$ cat src/design/gsfd_pkg.sv
`timescale 1ns / 1ps
`default_nettype none

package gsfd_pkg;

    localparam int unsigned BYTE_W     = 8;
    localparam int unsigned WORD_W     = 16;
    localparam int unsigned TEMP_W     = 18;
    localparam int unsigned HUM_W      = 17;
    localparam int unsigned CFG_IDX_W  = 2;
    localparam int unsigned IN_DATA_W  = 8;
    localparam int unsigned OUT_DATA_W = 56;
    localparam int unsigned OUT_USER_W = 3;

    // configuration register indexes
    localparam logic [CFG_IDX_W-1:0] REG_CRC_POLY = 2'd0;
    localparam logic [CFG_IDX_W-1:0] REG_CRC_INIT = 2'd1;

    localparam logic [BYTE_W-1:0] CRC_POLY_RESET = 8'h31;
    localparam logic [BYTE_W-1:0] CRC_INIT_RESET = 8'hFF;

    // scaling constants; fractional shift is 13 bits
    localparam logic [14:0] TEMP_SCALE  = 15'd21875;
    localparam logic [13:0] HUM_SCALE   = 14'd12500;
    localparam logic [17:0] TEMP_OFFSET = 18'd45000;
    localparam int unsigned FRAC_SHIFT  = 13;

    // byte slot inside one word, and word index inside one frame
    localparam logic [1:0] SLOT_HIGH  = 2'd0;
    localparam logic [1:0] SLOT_LOW   = 2'd1;
    localparam logic [1:0] SLOT_CHECK = 2'd2;
    localparam logic [1:0] WORD_CO2   = 2'd0;
    localparam logic [1:0] WORD_TEMP  = 2'd1;
    localparam logic [1:0] WORD_HUM   = 2'd2;

    typedef struct packed {
        logic [WORD_W-1:0] co2_word;
        logic [WORD_W-1:0] temperature_word;
        logic [WORD_W-1:0] humidity_word;
        logic              check_failed;
        logic [1:0]        first_failed_index;
    } frame_t;

    // CRC-8, MSB first, eight unrolled shift steps
    function automatic logic [BYTE_W-1:0] crc8_byte(input logic [BYTE_W-1:0] crc,
                                                    input logic [BYTE_W-1:0] data,
                                                    input logic [BYTE_W-1:0] poly);
        logic [BYTE_W-1:0] c;
        c = crc ^ data;
        for (int i = 0; i < BYTE_W; i++) begin
            if (c[BYTE_W-1]) begin
                c = {c[BYTE_W-2:0], 1'b0} ^ poly;
            end else begin
                c = {c[BYTE_W-2:0], 1'b0};
            end
        end
        return c;
    endfunction

endpackage

`default_nettype wire

$ cat src/design/gas_sensor_frame_decoder_top.sv
`timescale 1ns / 1ps
`default_nettype none

// Measurement frame decoder. Feed the nine frame bytes in order, one word per
// byte (tdata = the byte, tuser = frame start flag): three sensor words, each
// two big-endian data bytes followed by a CRC-8 check byte computed MSB first
// with the programmed polynomial and start value. A flagged byte always opens
// a new frame and drops any partial one; without a flag the byte after a
// finished frame (or after reset) is byte one anyway. One result word leaves
// per frame: raw CO2, temperature in milli-degrees C and humidity in
// milli-percent, or all-zero measurements with status set and the index of
// the first failing word. The decoder takes one byte per cycle while the
// result side keeps up; the byte path runs input register -> CRC/frame state
// -> frame register -> scaling multipliers -> output register before a result
// shows on m_tvalid. Backpressure on the result side stalls the byte side only
// once the frame and output registers are both full. Register writes (index 0
// polynomial, index 1 start value) are always accepted; the polynomial applies
// from the next byte, the start value from the next word.
module gas_sensor_frame_decoder_top (
    input  wire logic                          aclk,
    input  wire logic                          aresetn,
    // byte stream in
    input  wire logic                          s_tvalid,
    output logic                               s_tready,
    input  wire logic [gsfd_pkg::IN_DATA_W-1:0] s_tdata,   // [7:0] byte_value
    input  wire logic                          s_tuser,   // [0] frame_start
    // result stream out
    output logic                               m_tvalid,
    input  wire logic                          m_tready,
    output logic [gsfd_pkg::OUT_DATA_W-1:0]    m_tdata,   // [15:0] co2_ticks,
                                                          // [33:16] temperature_milli_c,
                                                          // [50:34] humidity_milli_pct
    output logic [gsfd_pkg::OUT_USER_W-1:0]    m_tuser,   // [0] status, [2:1] failing_word
    // register writes
    input  wire logic                          cfg_valid,
    output logic                               cfg_ready,
    input  wire logic [gsfd_pkg::CFG_IDX_W-1:0] cfg_index,
    input  wire logic [gsfd_pkg::BYTE_W-1:0]    cfg_data
);
    import gsfd_pkg::*;

    logic [BYTE_W-1:0] crc_poly_reg, crc_poly_next;
    logic [BYTE_W-1:0] crc_init_reg, crc_init_next;
    logic              in_valid_reg, in_valid_next;
    logic [BYTE_W-1:0] in_byte_reg;
    logic              in_start_reg;
    logic              core_ready;
    logic              fr_valid;
    frame_t            fr_data;
    logic              fr_take;
    logic              s_fire;

    // register file: writes beyond the list are dropped
    assign cfg_ready = 1'b1;

    always_comb begin
        crc_poly_next = crc_poly_reg;
        crc_init_next = crc_init_reg;
        if (cfg_valid) begin
            case (cfg_index)
                REG_CRC_POLY: crc_poly_next = cfg_data;
                REG_CRC_INIT: crc_init_next = cfg_data;
                default: ;
            endcase
        end
    end

    // input register: hold the byte until the core takes it
    assign s_tready = !in_valid_reg || core_ready;
    assign s_fire   = s_tvalid && s_tready;

    always_comb begin
        in_valid_next = in_valid_reg && !core_ready;
        if (s_fire) begin
            in_valid_next = 1'b1;
        end
    end

    always_ff @(posedge aclk) begin
        if (!aresetn) begin
            crc_poly_reg <= CRC_POLY_RESET;
            crc_init_reg <= CRC_INIT_RESET;
            in_valid_reg <= 1'b0;
        end else begin
            crc_poly_reg <= crc_poly_next;
            crc_init_reg <= crc_init_next;
            in_valid_reg <= in_valid_next;
        end
    end

    always_ff @(posedge aclk) begin
        if (s_fire) begin
            in_byte_reg  <= s_tdata[BYTE_W-1:0];
            in_start_reg <= s_tuser;
        end
    end

    gsfd_core u_core (
        .aclk     (aclk),
        .aresetn  (aresetn),
        .crc_poly (crc_poly_reg),
        .crc_init (crc_init_reg),
        .in_valid (in_valid_reg),
        .in_byte  (in_byte_reg),
        .in_start (in_start_reg),
        .in_ready (core_ready),
        .fr_valid (fr_valid),
        .fr_data  (fr_data),
        .fr_take  (fr_take)
    );

    gsfd_scale u_scale (
        .aclk     (aclk),
        .aresetn  (aresetn),
        .fr_valid (fr_valid),
        .fr_data  (fr_data),
        .fr_take  (fr_take),
        .m_tvalid (m_tvalid),
        .m_tready (m_tready),
        .m_tdata  (m_tdata),
        .m_tuser  (m_tuser)
    );

    // a failed frame carries no measurements
    a_fail_zero: assert property (@(posedge aclk) disable iff (!aresetn)
        m_tvalid && m_tuser[0] |-> m_tdata == '0)
        else $error("failed frame with nonzero measurements");

    // a passing frame reports word index zero
    a_pass_index: assert property (@(posedge aclk) disable iff (!aresetn)
        m_tvalid && !m_tuser[0] |-> m_tuser[2:1] == 2'd0)
        else $error("passing frame with failing word index");

    // only three words per frame
    a_index_range: assert property (@(posedge aclk) disable iff (!aresetn)
        m_tvalid |-> m_tuser[2:1] != 2'd3)
        else $error("failing word index out of range");

    // a frame record waiting while the output is free must move on
    a_frame_moves: assert property (@(posedge aclk) disable iff (!aresetn)
        fr_valid && !m_tvalid |=> m_tvalid)
        else $error("frame record not forwarded");

endmodule

`default_nettype wire

$ cat src/design/gsfd_core.sv
`timescale 1ns / 1ps
`default_nettype none

module gsfd_core (
    input  wire logic                       aclk,
    input  wire logic                       aresetn,
    input  wire logic [gsfd_pkg::BYTE_W-1:0] crc_poly,
    input  wire logic [gsfd_pkg::BYTE_W-1:0] crc_init,
    input  wire logic                       in_valid,
    input  wire logic [gsfd_pkg::BYTE_W-1:0] in_byte,
    input  wire logic                       in_start,
    output logic                            in_ready,
    output logic                            fr_valid,
    output gsfd_pkg::frame_t                fr_data,
    input  wire logic                       fr_take
);
    import gsfd_pkg::*;

    logic [1:0]        slot_reg,  slot_next;
    logic [1:0]        word_reg,  word_next;
    logic [BYTE_W-1:0] check_reg, check_next;
    logic              failed_reg, failed_next;
    logic [1:0]        fidx_reg,  fidx_next;
    logic [BYTE_W-1:0] hold_reg;
    logic [WORD_W-1:0] co2_reg, temp_reg, hum_reg;
    logic              fr_valid_reg, fr_valid_next;
    frame_t            fr_data_reg;

    logic              fire, last;
    logic [1:0]        slot_cur, word_cur;
    logic [BYTE_W-1:0] check_cur, check_upd;
    logic              failed_cur, mismatch;
    logic [1:0]        fidx_cur;

    assign in_ready = !fr_valid_reg || fr_take;
    assign fire     = in_valid && in_ready;

    // frame start drops any partial frame
    always_comb begin
        slot_cur   = in_start ? SLOT_HIGH : slot_reg;
        word_cur   = in_start ? WORD_CO2  : word_reg;
        check_cur  = in_start ? crc_init  : check_reg;
        failed_cur = in_start ? 1'b0      : failed_reg;
        fidx_cur   = in_start ? 2'd0      : fidx_reg;
        check_upd  = crc8_byte(check_cur, in_byte, crc_poly);
        mismatch   = (slot_cur == SLOT_CHECK) && (check_cur != in_byte) && !failed_cur;
        last       = (slot_cur == SLOT_CHECK) && (word_cur == WORD_HUM);
    end

    always_comb begin
        slot_next   = slot_reg;
        word_next   = word_reg;
        check_next  = check_reg;
        failed_next = failed_reg;
        fidx_next   = fidx_reg;
        if (fire) begin
            failed_next = failed_cur || mismatch;
            fidx_next   = mismatch ? word_cur : fidx_cur;
            if (slot_cur == SLOT_CHECK) begin
                check_next = crc_init;
                slot_next  = SLOT_HIGH;
                word_next  = last ? WORD_CO2 : word_cur + 2'd1;
                if (last) begin
                    failed_next = 1'b0;
                    fidx_next   = 2'd0;
                end
            end else begin
                check_next = check_upd;
                slot_next  = slot_cur + 2'd1;
                word_next  = word_cur;
            end
        end
    end

    always_comb begin
        fr_valid_next = fr_valid_reg && !fr_take;
        if (fire && last) begin
            fr_valid_next = 1'b1;
        end
    end

    always_ff @(posedge aclk) begin
        if (!aresetn) begin
            slot_reg     <= SLOT_HIGH;
            word_reg     <= WORD_CO2;
            check_reg    <= CRC_INIT_RESET;
            failed_reg   <= 1'b0;
            fidx_reg     <= 2'd0;
            fr_valid_reg <= 1'b0;
        end else begin
            slot_reg     <= slot_next;
            word_reg     <= word_next;
            check_reg    <= check_next;
            failed_reg   <= failed_next;
            fidx_reg     <= fidx_next;
            fr_valid_reg <= fr_valid_next;
        end
    end

    always_ff @(posedge aclk) begin
        if (fire && slot_cur == SLOT_HIGH) begin
            hold_reg <= in_byte;
        end
        if (fire && slot_cur == SLOT_LOW) begin
            case (word_cur)
                WORD_CO2:  co2_reg  <= {hold_reg, in_byte};
                WORD_TEMP: temp_reg <= {hold_reg, in_byte};
                default:   hum_reg  <= {hold_reg, in_byte};
            endcase
        end
        if (fire && last) begin
            fr_data_reg.co2_word           <= co2_reg;
            fr_data_reg.temperature_word   <= temp_reg;
            fr_data_reg.humidity_word      <= hum_reg;
            fr_data_reg.check_failed       <= failed_cur || mismatch;
            fr_data_reg.first_failed_index <= mismatch ? word_cur : fidx_cur;
        end
    end

    assign fr_valid = fr_valid_reg;
    assign fr_data  = fr_data_reg;

endmodule

`default_nettype wire

$ cat src/design/gsfd_scale.sv
`timescale 1ns / 1ps
`default_nettype none

module gsfd_scale (
    input  wire logic                          aclk,
    input  wire logic                          aresetn,
    input  wire logic                          fr_valid,
    input  wire gsfd_pkg::frame_t              fr_data,
    output logic                               fr_take,
    output logic                               m_tvalid,
    input  wire logic                          m_tready,
    output logic [gsfd_pkg::OUT_DATA_W-1:0]    m_tdata,
    output logic [gsfd_pkg::OUT_USER_W-1:0]    m_tuser
);
    import gsfd_pkg::*;

    logic                     valid_reg, valid_next;
    logic [OUT_DATA_W-1:0]    data_reg;
    logic [OUT_USER_W-1:0]    user_reg;
    logic [30:0]              t_prod;
    logic [29:0]              h_prod;
    logic signed [TEMP_W-1:0] temp_val;
    logic [HUM_W-1:0]         hum_val;
    logic [OUT_DATA_W-1:0]    data_next;
    logic                     load;

    assign fr_take = !valid_reg || m_tready;
    assign load    = fr_valid && fr_take;

    always_comb begin
        t_prod   = 31'(fr_data.temperature_word) * 31'(TEMP_SCALE);
        h_prod   = 30'(fr_data.humidity_word) * 30'(HUM_SCALE);
        temp_val = $signed(t_prod[30:FRAC_SHIFT] - TEMP_OFFSET);
        hum_val  = h_prod[29:FRAC_SHIFT];
        if (fr_data.check_failed) begin
            data_next = '0;
        end else begin
            data_next = {5'd0, hum_val, temp_val, fr_data.co2_word};
        end
    end

    always_comb begin
        valid_next = valid_reg && !m_tready;
        if (load) begin
            valid_next = 1'b1;
        end
    end

    always_ff @(posedge aclk) begin
        if (!aresetn) begin
            valid_reg <= 1'b0;
        end else begin
            valid_reg <= valid_next;
        end
    end

    always_ff @(posedge aclk) begin
        if (load) begin
            data_reg <= data_next;
            user_reg <= {fr_data.check_failed ? fr_data.first_failed_index : 2'd0,
                         fr_data.check_failed};
        end
    end

    assign m_tvalid = valid_reg;
    assign m_tdata  = data_reg;
    assign m_tuser  = user_reg;

endmodule

`default_nettype wire

$ cat config.mk
export PLATFORM = sky130hd
export DESIGN_NAME = gas_sensor_frame_decoder_top
export DESIGN_NICKNAME = d
export VERILOG_FILES = /design/src/design/gsfd_pkg.sv /design/src/design/gas_sensor_frame_decoder_top.sv /design/src/design/gsfd_core.sv /design/src/design/gsfd_scale.sv
export SDC_FILE = /design/constraint.sdc
export NUM_CORES = 1
export LEC_CHECK = 0
export ABC_CLOCK_PERIOD_IN_PS = 7300
export BUFFER_PORTS_ARGS = -buffer_cell sky130_fd_sc_hd__clkbuf_2
export CORE_MARGIN = 1
export CORE_UTILIZATION = 38
export CTS_BUF_LIST = sky130_fd_sc_hd__clkbuf_4
export DETAILED_ROUTE_END_ITERATION = 8
export PLACE_DENSITY = 0.54
export SETUP_SLACK_MARGIN = 0.4
export SYNTH_ARGS = -nofsm -noshare
export SYNTH_HDL_FRONTEND = slang
export SYNTH_SLANG_ARGS = --single-unit
$ cat constraint.sdc
create_clock -name aclk -period 7.3 [get_ports aclk]
set_clock_uncertainty 0.1 [all_clocks]
set_input_delay 2.19 -clock aclk [delete_from_list [all_inputs] [get_ports aclk]]
set_output_delay 2.19 -clock aclk [all_outputs]
set_load 0.01 [all_outputs]
Word level (Yosys, flattened, before mapping)

Index checks and enable logic that the tools add are counted.

Register bits after elaboration: 209
Bits of input ports: 24
Output and inout port bits: 62
Word-level logic and storage cells: 103

Add/subtract/negate cells: 3
Multiply operators: 2
Equality and inequality tests: 6
Multiplexer cells: 25
Bitwise gates (word level): 10
Reductions and logical operators: 32

Operators with widths:

| cell                     | number |
|---|---|
| $mux W8                  | 10 |
| $xor A8 B8 Y8            | 9 |
| $mul A16 B15 Y31 const B | 1 |
| $mul A16 B12 Y28 const B | 1 |
| $mux W2                  | 9 |
| $sub A18 B16 Y18 const B | 1 |
| $logic_and A1 B1 Y1      | 12 |
| $reduce_and A2 Y1        | 5 |
| $ne A8 B8 Y1             | 1 |
| $logic_not A1 Y1         | 7 |
| $eq A2 B1 Y1 const B     | 3 |
| $logic_not A2 Y1         | 3 |
| $mux W1                  | 6 |
| $add A2 B1 Y2 const B    | 2 |
| $eq A2 B2 Y1 const B     | 2 |
| $logic_or A1 B1 Y1       | 4 |
| $reduce_or A2 Y1         | 1 |
| $not A1 Y1               | 1 |

Logic depth before layout (Yosys ltp)

Word-level depth: 19
Gate-level depth with buffers: 27
Mapped depth without buffers: 27

Hierarchy

A second synthesis with hierarchy kept.

Cells, all modules: 1479
Area total of the unflattened synthesis: 16669.7 µm²

By module, submodules not included:

| module                       | times used | cells an instance | area each (µm²) | seq. area each (µm²) |
|---|---|---|---|---|
| gsfd_scale                   | 1          | 937               | 9882.0          | 1641.6 |
| gsfd_core                    | 1          | 457               | 5766.8          | 3533.4 |
| gas_sensor_frame_decoder_top | 1          | 85                | 1021.0          | 610.6 |

Worst setup path after synthesis

No wires, ideal clock.

Path kind: reg-to-reg
Start point: register u_core.fr_data_reg (netlist bit u_core.fr_data[25])
End point: register u_scale.data_reg[33], in the netlist u_scale.m_tdata[33], data pin
Library setup time: 0.266 ns
Data arrival time: 6.539 ns
Required time: 6.934 ns
Setup slack: 0.395 ns
Stages on the path, launching flop included: 27
Path buffers: 0
Period minus slack after synthesis: 6.905 ns
Path through: edfxtp_1 ha_1 inv_1 fa_1 fa_1 fa_1 inv_1 fa_1 inv_1 fa_1 inv_1 ha_1 a211oi_1 nand2_1 a31oi_1 o31ai_1 a21oi_1 xor2_1 ha_1 nand2_1 mux2_2 and3_1 a211oi_1 o31ai_1 nor3_1 xnor2_1 nor2_1

Cells in the longest elaborated chain, start to end: 2

RTL lines:

| what                 | line             | text |
|---|---|---|
| start, declared      | gsfd_core.sv:27  | `frame_t fr_data_reg;` |
| $mul A16 B15 Y31     | gsfd_scale.sv:31 | `t_prod = 31'(fr_data.temperature_word) * 31'(TEMP_SCALE);` |
| $sub A18 B16 Y18     | gsfd_scale.sv:33 | `temp_val = $signed(t_prod[30:FRAC_SHIFT] - TEMP_OFFSET);` |
| end signal, assigned | gsfd_scale.sv:59 | `data_reg <= data_next;` |
| end, declared        | gsfd_scale.sv:18 | `logic [OUT_DATA_W-1:0] data_reg;` |

No other way between the ends.
A chain may end at the register's enable or synchronous reset.

Final worst setup path

Start point: register u_core.fr_data_reg (netlist bit u_core.fr_data[28])
End point: register u_scale.data_reg[33], in the netlist u_scale.m_tdata[33], data pin

The elaborated chain is that of the path after synthesis.

==> metrics.md <==
| Metric | Value |
|---|---|
| Fmax achieved | between 150 and 200 MHz |
| Vias in the first global route | around 11000 |
| First-pass GRT wire length | roughly 58000 um |
| PD cells | around 170 nW/um^2 |
| Dpl hpwl | ~28000 um |
| Post-synth EDFFs | 170 |
| Ys async rst share | 0 |
| Maximum vdd drop | around 160 uV |
| Crit. End Element | flop |
| Initial core utilization | 0.3867 |
| Row cnt | 75 |
| Startpoint Class | flop |
| Area delta synth->final | 14.56% |
| Final Hold Vio Count | 0 |
| DP Area | approximately 17000 sq um |
| Reg2reg end | u_scale.m_tdata[33]$_SDFFCE_PP0P_ |
| Crit-path max FO | 9 |
| Root buffer cell | clkbuf_4 |
| Path type of the worst min-delay path | reg2reg |
| Via-to-Cell Ratio | a little under 5 |
| Nets@finish | 1993 |
| Fin area | roughly 19000 sq um |
| Status | finished clean |
| WHS Path Cells | 0 |
| Residual DRC | 0 |
| Most frequent CP cell | fa_1 |
| First-iteration detailed-routing DRC count | between 500 and 600 |
| Ports | 86 |
| CP Data Required Time | between 7 and 8 ns |
| WL final | around 36000 um |
| CP arrival | around 7 ns |
| Initial antenna violation count | 1 |
| Inserted Clock Buffers | 59 |
| Seq/Total Area, Yosys | 0.3559 |
| Leakage power | 8.515 nW |
| Hold path startpoint | u_core.co2_reg[12]$_DFFE_PP_ |
| Clock power share | 0.361 |
| Area of the core | roughly 42000 sq um |
| Tot GR Track Use | 0.1688 |
| IO buf count | 79 |
| Mapped Area | 16260 sq um |
| CTS Buffer Depth | 3 |
| Via count | about 11000 |
| Non-Filler Instances | between 2000 and 2500 |
| Post-synthesis cell count | around 1500 |
| Switching Fraction | 0.2971 |
| Pre-antenna DRT Iters | 5 |
| Commonest non-fill, non-tap cell in the layout | inv_1 |
| Cells after DPL | 2059 |
| Number of synthesized register bits | between 200 and 250 |
| Internal | 0.002183 W |
| Fin util | 0.4430 |
| Die Width | ~210 um |
| Die Y-Extent | 208.8 um |
| Hold Crit Endpoint | u_core.fr_data[47]$_DFFE_PP_ |
| R2R Setup Slk | roughly 0.65 ns |
| CP bufs+invs | 3 |
| Worst setup margin | between 0.6 and 0.7 ns |
| RSZ-0062 raised after global routing | false |
| Antenna viol nets, final | 0 |
| Combinational power share | 0.219 |
| Post-place setup slack | 0.08367 ns |
| Fin crit period | between 6 and 7 ns |
| Seq pwr share | 0.420 |
| Critical path type | reg2reg |
| Wirelength per Cell | 16.21 um |
| Clock-pin transition on the worst setup and hold timing paths | 0.06 ns |
| Crit path cell chain | buf_4 -> ha_4 -> inv_1 -> fa_1 -> fa_1 -> fa_1 -> inv_1 -> fa_1 -> ha_1 -> ha_4 -> a21o_1 -> a21o_1 -> a21o_2 -> a21oi_2 -> o21bai_2 -> nor3_2 -> o211ai_1 -> a31oi_2 -> xnor2_2 -> a21bo_2 -> o2111a_1 -> nor3_2 -> xnor2_1 -> nor2_1 |
| R2R Path Start | u_core.fr_data[28]$_DFFE_PP_ |
| Max incr delay on CP | roughly 0.56 ns |
| Mean post-synth cell area | between 10 and 15 sq um |
| Total congestion overflow | 0 |
| Period Utilization, post-route | 0.9108 |
| Synth Warn # | 0 |
| Largest net degree at the start of global routing | between 50 and 60 |
| Most frequent cells in the layout | inv_1, ha_1, edfxtp_1, fa_1, clkbuf_4 |
| Die area | 43610 sq um |
| Reg2reg path depth | 24 |
| Master of the slowest instance on the critical path | fa_1 |
| Setup TNS | 0 ns |
| Relative slew slack | 0.2335 |
| CTS H-tree depth | 2 |
| Crit path max-delay family | adder cells |
| Latest clock arrival within the worst-skew pair | approximately 0.8 ns |
| Top FF cell, synth | edfxtp_1 |
| Actual slew at the worst max-slew pin | 1.147 ns |
| CTS tree | yes |
| Slew Limit Fails | 0 |
| P_sw | about 0.00092 W |
| Synth cell types | 74 |
| Endpoints failing setup | 0 |
| Maxcap violations | 0 |
| Gpl congestion | ~0.89 |
| Layout cell share with drive strength beyond 1 | 0.1771 |
| # clock sinks | 204 |
## synthesized netlist by cell type (17+ instances only)
cell	instances	area, sq um
ha_1	224	2803
nor2b_1	38	237.7
nand2_1	78	292.8
fa_1	127	2542
o211ai_1	17	127.6
xnor2_1	63	551.8
a21oi_1	44	220.2
xor2_1	18	157.7
nor3_1	23	115.1
nand3_1	30	150.1
inv_1	256	960.9
dfxtp_1	34	680.7
edfxtp_1	170	5105
o21ai_0	34	170.2
nor2_1	71	266.5
clkbuf_1	32	120.1
## logic make-up (layout without fill, tap and decap cells)
logic type,after synthesis,in the layout,share of synthesized area
fa+ha+maj,351,351,0.3288
flops,204,204,0.3559
compound gates,190,190,0.07835
other cells,2,7,0.0004620
simple gates,308,308,0.09428
buf+inv,297,494,0.07050
mux,22,22,0.01470
xor+xnor,91,91,0.05703
## worst reg2reg max path, cell delays in order (launching register included)
cell      delay (ns)
edfxtp_1        0.47
buf_4           0.19
ha_4            0.27
inv_1           0.05
fa_1            0.52
fa_1            0.45
fa_1            0.56
inv_1           0.06
fa_1            0.47
ha_1            0.35
ha_4            0.28
a21o_1          0.17
a21o_1          0.16
a21o_2          0.27
a21oi_2         0.16
o21bai_2        0.10
nor3_2          0.21
o211ai_1        0.19
a31oi_2         0.27
xnor2_2         0.16
a21bo_2         0.27
o2111a_1        0.26
nor3_2          0.19
xnor2_1         0.14
nor2_1          0.05
## metrics by stage
| stage | hold WS [ns] | total power, W |
|---|---|---|
| floorplan | 0.3003 | 0.001864 |
| CTS | 0.2731 | 0.003163 |
| global route | 0.2957 | 0.003275 |
| finish | 0.2776 | 0.003106 |
| global placement | 0.3007 | 0.002004 |
| detailed placement | 0.3045 | 0.002005 |
## per-layer routing
layer	up-vias	track usage	part of all wire
met5	-	0	0
met4	0	0.06009	0.024
met3	58	0.02885	0.039
met2	232	0.2786	0.47
met1	5173	0.2232	0.47
li1	5322	-	-
## power by group through the flow
stage / sequential, W / combinational (W) / clock (W)
2_1_floorplan: 0.00131 / 0.000553 / 0
3_3_place_gp: 0.00133 / 0.000675 / 0
3_5_place_dp: 0.00133 / 0.000676 / 0
4_1_cts: 0.00130 / 0.000679 / 0.00118
5_1_grt: 0.00131 / 0.000732 / 0.00124
6_report: 0.00130 / 0.000680 / 0.00112
## how the worst max path moves through the flow
stage,from,end,slack [ns],cells past startpoint
global route,u_core.fr_data[28]$_DFFE_PP_,u_scale.m_tdata[33]$_SDFFCE_PP0P_,0.38,24
detailed placement,u_core.fr_data[25]$_DFFE_PP_,u_scale.m_tdata[33]$_SDFFCE_PP0P_,0.08,26
finish,u_core.fr_data[28]$_DFFE_PP_,u_scale.m_tdata[33]$_SDFFCE_PP0P_,0.65,24
global placement,u_core.fr_data[26]$_DFFE_PP_,u_scale.m_tdata[33]$_SDFFCE_PP0P_,0.19,26
floorplan,u_core.fr_data[25]$_DFFE_PP_,u_scale.m_tdata[33]$_SDFFCE_PP0P_,0.49,26
CTS,u_core.fr_data[20]$_DFFE_PP_,u_scale.m_tdata[33]$_SDFFCE_PP0P_,0.41,24
## area by class of cell
cell class,count,area [sq um]
fillers,4055,23420
multi-input cells,968,9639
flip-flops and latches,204,5786
inverters,257,964.7
repair buffers,128,767.0
well taps,539,674.4
clock buffers,84,630.6
clock inverters,25,160.2
diodes,1,2.502
## repair_timing
item / in CTS / in global routing
setup endpoints to repair: 2 / 6
pin swaps: 3 / 30
setup buffers: 12 / 25
gates resized for setup: 15 / 43
hold buffers: 0 / 0
Note: power is estimated with default switching activity, not from simulation.
